===== src/tcfpm_pkg.sv =====
package tcfpm_pkg;

	localparam int unsigned DEPTH_DEF    = 128;
	localparam int unsigned ID_WIDTH_DEF = 16;

	// Operation carried in the input tuser.
	typedef enum logic {
		OP_ARRIVE = 1'b0,
		OP_FINISH = 1'b1
	} op_t;

	// Kind of a result item.
	typedef enum logic [2:0] {
		KIND_PAIR      = 3'd0,
		KIND_WAIT0     = 3'd1,
		KIND_WAIT1     = 3'd2,
		KIND_NONE      = 3'd3,
		KIND_DROPPED   = 3'd4
	} kind_t;

	// Commands from the pairing control to the waiting ring.
	typedef struct packed {
		logic push;
		logic pop;
		logic clear;
	} ring_ctrl_t;

	// Status of the waiting ring as seen by the pairing control.
	typedef struct packed {
		logic empty;
		logic full;
	} ring_stat_t;

endpackage


===== src/tcfpm_ring.sv =====
module tcfpm_ring import tcfpm_pkg::*; #(
	parameter int unsigned DEPTH    = DEPTH_DEF,
	parameter int unsigned ID_WIDTH = ID_WIDTH_DEF
) (
	input  logic                clk,
	input  logic                arst_n,
	input  ring_ctrl_t          ctrl,
	input  logic [ID_WIDTH-1:0] wdata,
	output ring_stat_t          stat,
	output logic [ID_WIDTH-1:0] head_data
);

	localparam int unsigned AW = (DEPTH > 1) ? $clog2(DEPTH) : 1;
	localparam logic [AW-1:0] LAST = AW'(DEPTH - 1);

	logic [ID_WIDTH-1:0] mem [DEPTH];

	logic [AW-1:0]       head_q;
	logic [AW-1:0]       tail_q;
	logic [AW-1:0]       cnt_q;
	logic [AW-1:0]       head_next;
	logic [AW-1:0]       tail_next;
	logic [ID_WIDTH-1:0] rdata_q;
	logic [ID_WIDTH-1:0] byp_data_q;
	logic                byp_q;

	function automatic logic [AW-1:0] ptr_inc(input logic [AW-1:0] p);
		ptr_inc = (p == LAST) ? '0 : p + AW'(1);
	endfunction

	always_comb begin
		head_next = head_q;
		tail_next = tail_q;
		if (ctrl.clear) begin
			head_next = '0;
			tail_next = '0;
		end else begin
			if (ctrl.pop) begin
				head_next = ptr_inc(head_q);
			end
			if (ctrl.push) begin
				tail_next = ptr_inc(tail_q);
			end
		end
	end

	always_ff @(posedge clk or negedge arst_n) begin
		if (!arst_n) begin
			head_q <= '0;
			tail_q <= '0;
			cnt_q  <= '0;
			byp_q  <= 1'b0;
		end else begin
			head_q <= head_next;
			tail_q <= tail_next;
			if (ctrl.clear) begin
				cnt_q <= '0;
			end else if (ctrl.push) begin
				cnt_q <= cnt_q + AW'(1);
			end else if (ctrl.pop) begin
				cnt_q <= cnt_q - AW'(1);
			end
			// A push into the entry that is read this cycle is seen through the bypass.
			byp_q <= ctrl.push && !ctrl.clear && (tail_q == head_next);
		end
	end

	always_ff @(posedge clk) begin
		if (ctrl.push && !ctrl.clear) begin
			mem[tail_q] <= wdata;
		end
		rdata_q    <= mem[head_next];
		byp_data_q <= wdata;
	end

	assign head_data  = byp_q ? byp_data_q : rdata_q;
	assign stat.empty = (cnt_q == '0);
	assign stat.full  = (cnt_q == LAST);

endmodule


===== src/tcfpm_out_reg.sv =====
module tcfpm_out_reg import tcfpm_pkg::*; #(
	parameter int unsigned ID_WIDTH = ID_WIDTH_DEF
) (
	input  logic                clk,
	input  logic                arst_n,
	input  logic                load,
	input  kind_t               kind,
	input  logic [ID_WIDTH-1:0] first_id,
	input  logic [ID_WIDTH-1:0] second_id,
	input  logic                tready,
	output logic                can_load,
	output logic                tvalid,
	output kind_t               kind_q,
	output logic [ID_WIDTH-1:0] first_q,
	output logic [ID_WIDTH-1:0] second_q
);

	logic valid_q;

	assign can_load = !valid_q || tready;
	assign tvalid   = valid_q;

	always_ff @(posedge clk or negedge arst_n) begin
		if (!arst_n) begin
			valid_q <= 1'b0;
		end else if (can_load) begin
			valid_q <= load;
		end
	end

	always_ff @(posedge clk) begin
		if (can_load && load) begin
			kind_q   <= kind;
			first_q  <= first_id;
			second_q <= second_id;
		end
	end

endmodule


===== src/two_class_fifo_pair_matcher.sv =====
// Pairs arriving members of two classes in first-come order.
// Input channel s_*: each transfer is either an arrival (operation 0) carrying
// a class bit and an id, or a finish (operation 1). An arrival whose opposite
// class has a member waiting is paired with the oldest one and a pair result
// goes out; otherwise the id waits in the ring, or is reported as dropped when
// DEPTH-1 members of its class already wait. A finish reports the oldest
// waiting member (or that none waits) and empties the ring.
// Output channel m_*: zero or one result per input transfer.
// A result is on m_tvalid in the cycle after its input transfer.
// Throughput: one input transfer per cycle while the output is not stalled.
// Only one class can wait at any time, so a single memory holds the waiting ids;
// each item does at most one push or one pop, and the head entry is prefetched
// from the memory, with a bypass when a push lands on the entry being read.
// When the receiver stalls, the output register holds its result and s_tready
// drops until the result is taken; items that make no result also wait.
// Reset clears the ring pointers and the output register; the memory itself
// is not cleared, as only entries written since the last finish are read.
module two_class_fifo_pair_matcher import tcfpm_pkg::*; #(
	parameter int unsigned DEPTH    = DEPTH_DEF,
	parameter int unsigned ID_WIDTH = ID_WIDTH_DEF
) (
	input  logic                              clk,
	input  logic                              arst_n,
	input  logic                              s_tvalid,
	output logic                              s_tready,
	// member_id, zero-filled to whole bytes
	input  logic [((ID_WIDTH+7)/8)*8-1:0]     s_tdata,
	// bit 0: operation, bit 1: member_class
	input  logic [1:0]                        s_tuser,
	output logic                              m_tvalid,
	input  logic                              m_tready,
	// first_id in the low bits, then second_id, zero-filled to whole bytes
	output logic [((2*ID_WIDTH+7)/8)*8-1:0]   m_tdata,
	// result_kind
	output logic [2:0]                        m_tuser
);

	localparam int unsigned OD_W = ((2*ID_WIDTH+7)/8)*8;

	logic                accept;
	op_t                 operation;
	logic                member_class;
	logic [ID_WIDTH-1:0] member_id;

	ring_ctrl_t          ctrl;
	ring_stat_t          stat;
	logic [ID_WIDTH-1:0] head_data;

	// Class of the members now waiting; meaningful only when the ring is not empty.
	logic                wait_cls_q;

	logic                res_load;
	kind_t               res_kind;
	logic [ID_WIDTH-1:0] res_first;
	logic [ID_WIDTH-1:0] res_second;
	logic                can_load;
	kind_t               out_kind;
	logic [ID_WIDTH-1:0] out_first;
	logic [ID_WIDTH-1:0] out_second;

	assign operation    = op_t'(s_tuser[0]);
	assign member_class = s_tuser[1];
	assign member_id    = s_tdata[ID_WIDTH-1:0];

	assign s_tready = can_load;
	assign accept   = s_tvalid && can_load;

	// Decide what the accepted item does: pair, wait, drop, or finish.
	always_comb begin
		ctrl       = '0;
		res_load   = 1'b0;
		res_kind   = KIND_NONE;
		res_first  = '0;
		res_second = '0;
		if (accept) begin
			unique case (operation)
				OP_FINISH: begin
					res_load   = 1'b1;
					ctrl.clear = 1'b1;
					if (stat.empty) begin
						res_kind = KIND_NONE;
					end else begin
						res_kind  = wait_cls_q ? KIND_WAIT1 : KIND_WAIT0;
						res_first = head_data;
					end
				end
				OP_ARRIVE: begin
					if (!stat.empty && (wait_cls_q != member_class)) begin
						// The oldest member of the other class is the partner.
						res_load   = 1'b1;
						ctrl.pop   = 1'b1;
						res_kind   = KIND_PAIR;
						res_first  = member_class ? head_data : member_id;
						res_second = member_class ? member_id : head_data;
					end else if (stat.full) begin
						res_load  = 1'b1;
						res_kind  = KIND_DROPPED;
						res_first = member_id;
					end else begin
						ctrl.push = 1'b1;
					end
				end
				default: begin
					ctrl = '0;
				end
			endcase
		end
	end

	always_ff @(posedge clk or negedge arst_n) begin
		if (!arst_n) begin
			wait_cls_q <= 1'b0;
		end else if (ctrl.push) begin
			wait_cls_q <= member_class;
		end
	end

	tcfpm_ring #(
		.DEPTH    (DEPTH),
		.ID_WIDTH (ID_WIDTH)
	) u_ring (
		.clk       (clk),
		.arst_n    (arst_n),
		.ctrl      (ctrl),
		.wdata     (member_id),
		.stat      (stat),
		.head_data (head_data)
	);

	tcfpm_out_reg #(
		.ID_WIDTH (ID_WIDTH)
	) u_out (
		.clk       (clk),
		.arst_n    (arst_n),
		.load      (res_load),
		.kind      (res_kind),
		.first_id  (res_first),
		.second_id (res_second),
		.tready    (m_tready),
		.can_load  (can_load),
		.tvalid    (m_tvalid),
		.kind_q    (out_kind),
		.first_q   (out_first),
		.second_q  (out_second)
	);

	assign m_tdata = OD_W'({out_second, out_first});
	assign m_tuser = out_kind;

endmodule

===== config.mk =====
export PLATFORM = sky130hd
export DESIGN_NAME = two_class_fifo_pair_matcher
export DESIGN_NICKNAME = d
export VERILOG_FILES = /design/src/tcfpm_pkg.sv /design/src/tcfpm_ring.sv /design/src/tcfpm_out_reg.sv /design/src/two_class_fifo_pair_matcher.sv
export SDC_FILE = /design/constraint.sdc
export NUM_CORES = 2
export LEC_CHECK = 0
export BUFFER_PORTS_ARGS = -buffer_cell sky130_fd_sc_hd__clkbuf_2
export CORE_UTILIZATION = 40
export DETAILED_ROUTE_END_ITERATION = 16
export PLACE_DENSITY_LB_ADDON = 0.08
export SLEW_MARGIN = 20
export SYNTH_ARGS = -nofsm -noshare
export SYNTH_HDL_FRONTEND = slang
export SYNTH_HIERARCHICAL = 1
export SYNTH_SLANG_ARGS = --single-unit

===== constraint.sdc =====
create_clock -name clk -period 5.4 [get_ports clk]
set_clock_uncertainty 0.05 [all_clocks]
set_input_delay 1.08 -clock clk [delete_from_list [all_inputs] [get_ports clk]]
set_output_delay 1.08 -clock clk [all_outputs]
set_load 0.005 [all_outputs]

# == Word level (Yosys, flattened, before mapping) ==
# Memories as Yosys holds them, arrays and structs flattened. A register that Yosys moved wholly into a read port is not among the register bits.
# Index checks and enable logic that the tools add are counted.
# word_totals
register_bits,75
latchBits,0
mem_bits_rw,2048
romBits,0
in_bits,22
output_inout_bits,37
word_cells,69
mem_count,1
# classes
n_addsub,4
mul,0
div_mod_pow,0
n_lt_le_gt_ge,0
n_eq_ne,5
n_shift,0
muxes,33
bitwise_logic,3
n_reduce_logical,13
# mem_list
memory,depth,width,read_ports,rd_clocked_by_memory_dff,write_ports,line,rtl
u_ring.mem,128,16,1,1,1,tcfpm_ring.sv:16,logic [ID_WIDTH-1:0] mem [DEPTH];
# op_table
cell,count
two-way mux 16 bit,6
two-way mux 7 bit,9
one-hot mux 16 bit (2 select lines),1
"adder 7 x 1 -> 7 bit, second input constant",3
"== test 7 bit, second input constant",3
two-way mux 1 bit,9
two-way mux 3 bit,3
== test 7 bit,1
zero test 7 bit,1
"subtractor 7 x 1 -> 7 bit, second input constant",1
two-way mux 2 bit,3
one-hot mux 3 bit (2 select lines),1
logical AND 1 bit,5
zero test 1 bit,3
NOT 1 bit,3
nonzero test 3 bit,1
OR reduction 3 bit,1
one-hot mux 1 bit (2 select lines),1
nonzero test 2 bit,1
logical OR 1 bit,1
inequality test 1 bit,1

# == Logic depth before layout (Yosys ltp) ==
# depth
word_depth,10
mapped_depth,21
mapped_depth_nobuf,14

# == Modules after synthesis ==
# The synthesis kept the hierarchy.
# modules_own_cells
module,n_inst,cells_per_inst,area_each_um2,seq_area_each_um2
tcfpm_ring,1,6367,83596.4,62690.1
tcfpm_out_reg,1,39,1104.8,1076.0
two_class_fifo_pair_matcher,1,90,649.4,25.0

# == Worst setup path before layout ==
# No wires, ideal clock.
# synth_path
path_kind,in2reg
start,in s_tuser[1]
end,"reg u_ring.rdata_q[9], read port of u_ring.mem"
setup_time_ns,0.079
t_arrival_ns,4.091
required_time_ns,5.271
setup_slack_ns,1.180
path_stages,18
n_path_buf,6
path_cell_list,buf_2 xnor2_1 or3_1 buf_2 buf_6 inv_1 mux2_2 buf_4 nand2_4 inv_4 buf_6 buf_6 mux2i_1 mux2i_1 o22ai_1 o41a_1 a2111o_1 a211oi_2
# synth_lines
item,line,rtl
"start, declared",two_class_fifo_pair_matcher.sv:29,"input logic [1:0] s_tuser,"
"end, declared",tcfpm_ring.sv:23,logic [ID_WIDTH-1:0] rdata_q;

==> run summary <==
ys flop type = edfxtp_1
via/cell ratio = 5.55
leading area contributor after synthesis = edfxtp_1
Syn Nets = 6,526
crit path kind = reg2reg
number of remaining DRC errors = 0
HP Class = in2async
outcome = finished, final reports clean
Skew-Pair Late Insertion Delay = 0.88 ns
Tcrit/Tclk final = 95.9%
met3 usage = 3.24%
Post-synth EDFFs = 2,083
met2 global-route usage = 39.5%
Max-Slew Margin vs Limit = 21.5%
RSZ-0062 raised after global routing = no
Max Fanout on Critical Path = 65
fin nets = 6,852
share of cells above drive strength 1 = 13.0%
WL final = 271,000 um
largest net degree at the start of global routing = 132
VDD IR max = 337 uV
Critical Path AT = 5.88 ns
measured slew at the worst slew-check pin = 1.18 ns
core region area = 0.212 sq mm
CTS clk-pin slew, worst paths = 0.06 ns
vias in the first global route = 51,800
Final HPWL DP = 164,000 um
io pins = 59
initial antenna violation count = 11
Max Freq = 193 MHz
R2R cell count = 17
DR vias = 54,600
Die ar. = 0.215 sq mm
GR peak layer = met2
TritonCTS clock tree = built
setup violators final = 0
die height = 464 um
post-synth top area share = 73.3%
commonest non-fill, non-tap cell in the layout = edfxtp_1
hold buffers post-CTS = 0
syn_area_per_cell = 13.1 sq um
CP Capture Type = flop
Max Buffers Root-to-Sink = 3
total track usage = 24.9%
area grow syn2layout = 15.8%
FP Rows = 169
postcts setup bufs = 0
top post-synthesis cells by area = edfxtp_1 (73%), nand2_1 (8.0%), nand3_1 (5.3%)
clock sinks = 2,139
register area = 0.0638 sq mm
total congestion overflow = 0
H-tree levels = 4
Die W = 464 um
CP delay by family, top = simple AND/OR/NAND/NOR gates
Gate Count Post-Synth = 6,496
drt initial violations = 5,482
power density cells = 448 mW/mm^2
layout filler cell count = 18,900
Crit path depth = 17
GR Layer Usage met1 = 35.8%
first-pass GRT wire length = 388,000 um
Crit-path slowest cell = or4_1
routed len/inst = 27.5 um
post-route antenna net violation count = 0
Synth Cell Area = 0.0854 sq mm
root buf cell = clkbuf_16
final std cells w/o fill = 9,839
placed cells = 9,416
LEAKAGE = 33.9 nW
number of buffers added on ports = 58
largest stage delay on the critical path = 0.54 ns
crit path cell chain = or4_1 -> nor4_1 -> or3_1 -> inv_1 -> buf_4 -> mux2_2 -> nand2_8 -> inv_16 -> buf_12 -> buf_12 -> nand2_1 -> a311oi_1 -> a31oi_1 -> a22oi_1 -> buf_4 -> nand3_1 -> nor4_1
drt first pass iters = 5
commonest non-fill, non-tap cells in the layout = edfxtp_1 (2,083), nand2_1 (1,815), nand3_1 (905), buf_4 (391), a21oi_1 (257)
Synth cell types = 82
Core Util, Final = 46.6%
post-synthesis register bit count = 2,139
Num CTS Buffers = 225
YS warnings = 6
Async SR Flop Fraction = 1.12%
critical path buffer and inverter count = 6
Fin. Hold Viols = 0
Worst EP required = 6.10 ns
gp weighted congestion = 0.839
fin crit period = 5.18 ns
final max-slew violation count = 0
CTS resizes = 1
Initial Util = 40.2%
CP Launch Type = flop
multi-input combinational cell area = 0.0197 sq mm
post-synthesis sequential area ratio = 74.7%
max-cap viol count = 0
[stage by stage]
| stage | area, sq um | hold WS (ns) | setup slack [ns] | setup TNS, ns | total power, W |
|---|---|---|---|---|---|
| 2_1_floorplan | 85400 | 0.470 | 1.18 | 0 | 0.0250 |
| 3_3_place_gp | 91600 | 0.505 | -0.318 | -1.05 | 0.0295 |
| 3_5_place_dp | 91600 | 0.510 | -0.337 | -0.498 | 0.0295 |
| 4_1_cts | 98800 | 0.167 | 0.175 | 0 | 0.0446 |
| 5_1_grt | 98800 | 0.217 | 0.0224 | 0 | 0.0460 |
| 6_report | 98900 | 0.209 | 0.222 | 0 | 0.0443 |
[power by group]
part / internal (W) / switching, W
Combinational: 0.00344 / 0.00700
Clock: 0.00858 / 0.00660
Sequential: 0.0184 / 0.000213
Total: 0.0305 / 0.0138
[layer usage]
layer / part of all wire, % / up-vias
li1: - / 24500
met1: 44 / 28000
met2: 47 / 1792
met3: 5.9 / 343
met4: 2.8 / 4
met5: 0.013 / -
[worst paths after layout]
kind	startpoint	end	slack, ns
max	u_ring/cnt_q[3]$_DFFE_PN0P_	u_ring/rdata_q[10]$_DFF_P_	0.22
min	arst_n	u_ring/cnt_q[2]$_DFFE_PN0P_	0.21
max reg2reg	u_ring/cnt_q[3]$_DFFE_PN0P_	u_ring/rdata_q[10]$_DFF_P_	0.22
min reg2reg	u_ring/cnt_q[6]$_DFFE_PN0P_	u_ring/cnt_q[6]$_DFFE_PN0P_	0.52
max in group asynchronous	arst_n	u_ring/tail_q[5]$_DFFE_PN0P_	4.57
min in group clk	m_tready	u_out/tvalid$_DFFE_PN0P_	0.48
[sequential cells by signal, summed over array words and instances (netlist names)]
register,count
u_out/first_q,16
u_out/kind_q,3
u_out/second_q,16
u_out/tvalid,1
u_ring/byp_data_q,16
u_ring/byp_q,1
u_ring/cnt_q,7
u_ring/head_q,7
u_ring/mem,2048
u_ring/rdata_q,16
u_ring/tail_q,7
wait_cls_q,1
[cells by family (layout without fill, tap and decap cells)]
logic type | after synthesis | in the layout | synth area share (%)
AND/OR/NAND/NOR | 3167 | 3167 | 16.0
flip-flops | 2139 | 2139 | 74.7
AO/OA/AOI/OAI | 554 | 554 | 4.08
buffers and inverters | 423 | 940 | 2.39
multiplexers | 184 | 184 | 2.47
XOR/XNOR | 21 | 21 | 0.215
adder cells (fa/ha/maj) | 8 | 8 | 0.126
other | 0 | 5 | 0
[layout make-up]
cell class                      instances  share of cell area, %
Clock buffer                          295                   6.05
Inverter                               13                 0.0772
Antenna cell                            5                 0.0127
Sequential cell                      2139                   64.5
Multi-Input combinational cell       3934                   19.9
Timing Repair Buffer                  509                   4.62
Clock inverter                        123                   1.24
Tap cell                             2821                   3.57
[synth_stat cells (14+ instances only)]
master and n:
mux2i_1 145, dfrtp_1 24, o21ai_0 37, nor4_1 50
a21oi_1 258, a22o_1 17, and3_1 89, o22ai_1 32
edfxtp_1 2083, mux4_2 19, buf_2 176, nor3_1 18
buf_4 47, a22oi_1 14, a311oi_1 31, nand3_1 905
nor2_1 214, nand2_1 1820, dfxtp_1 32, a31oi_1 86
buf_1 44, clkbuf_1 136, a32oi_1 18, mux2_2 20
No activity file was read; power rests on OpenSTA's default activity.
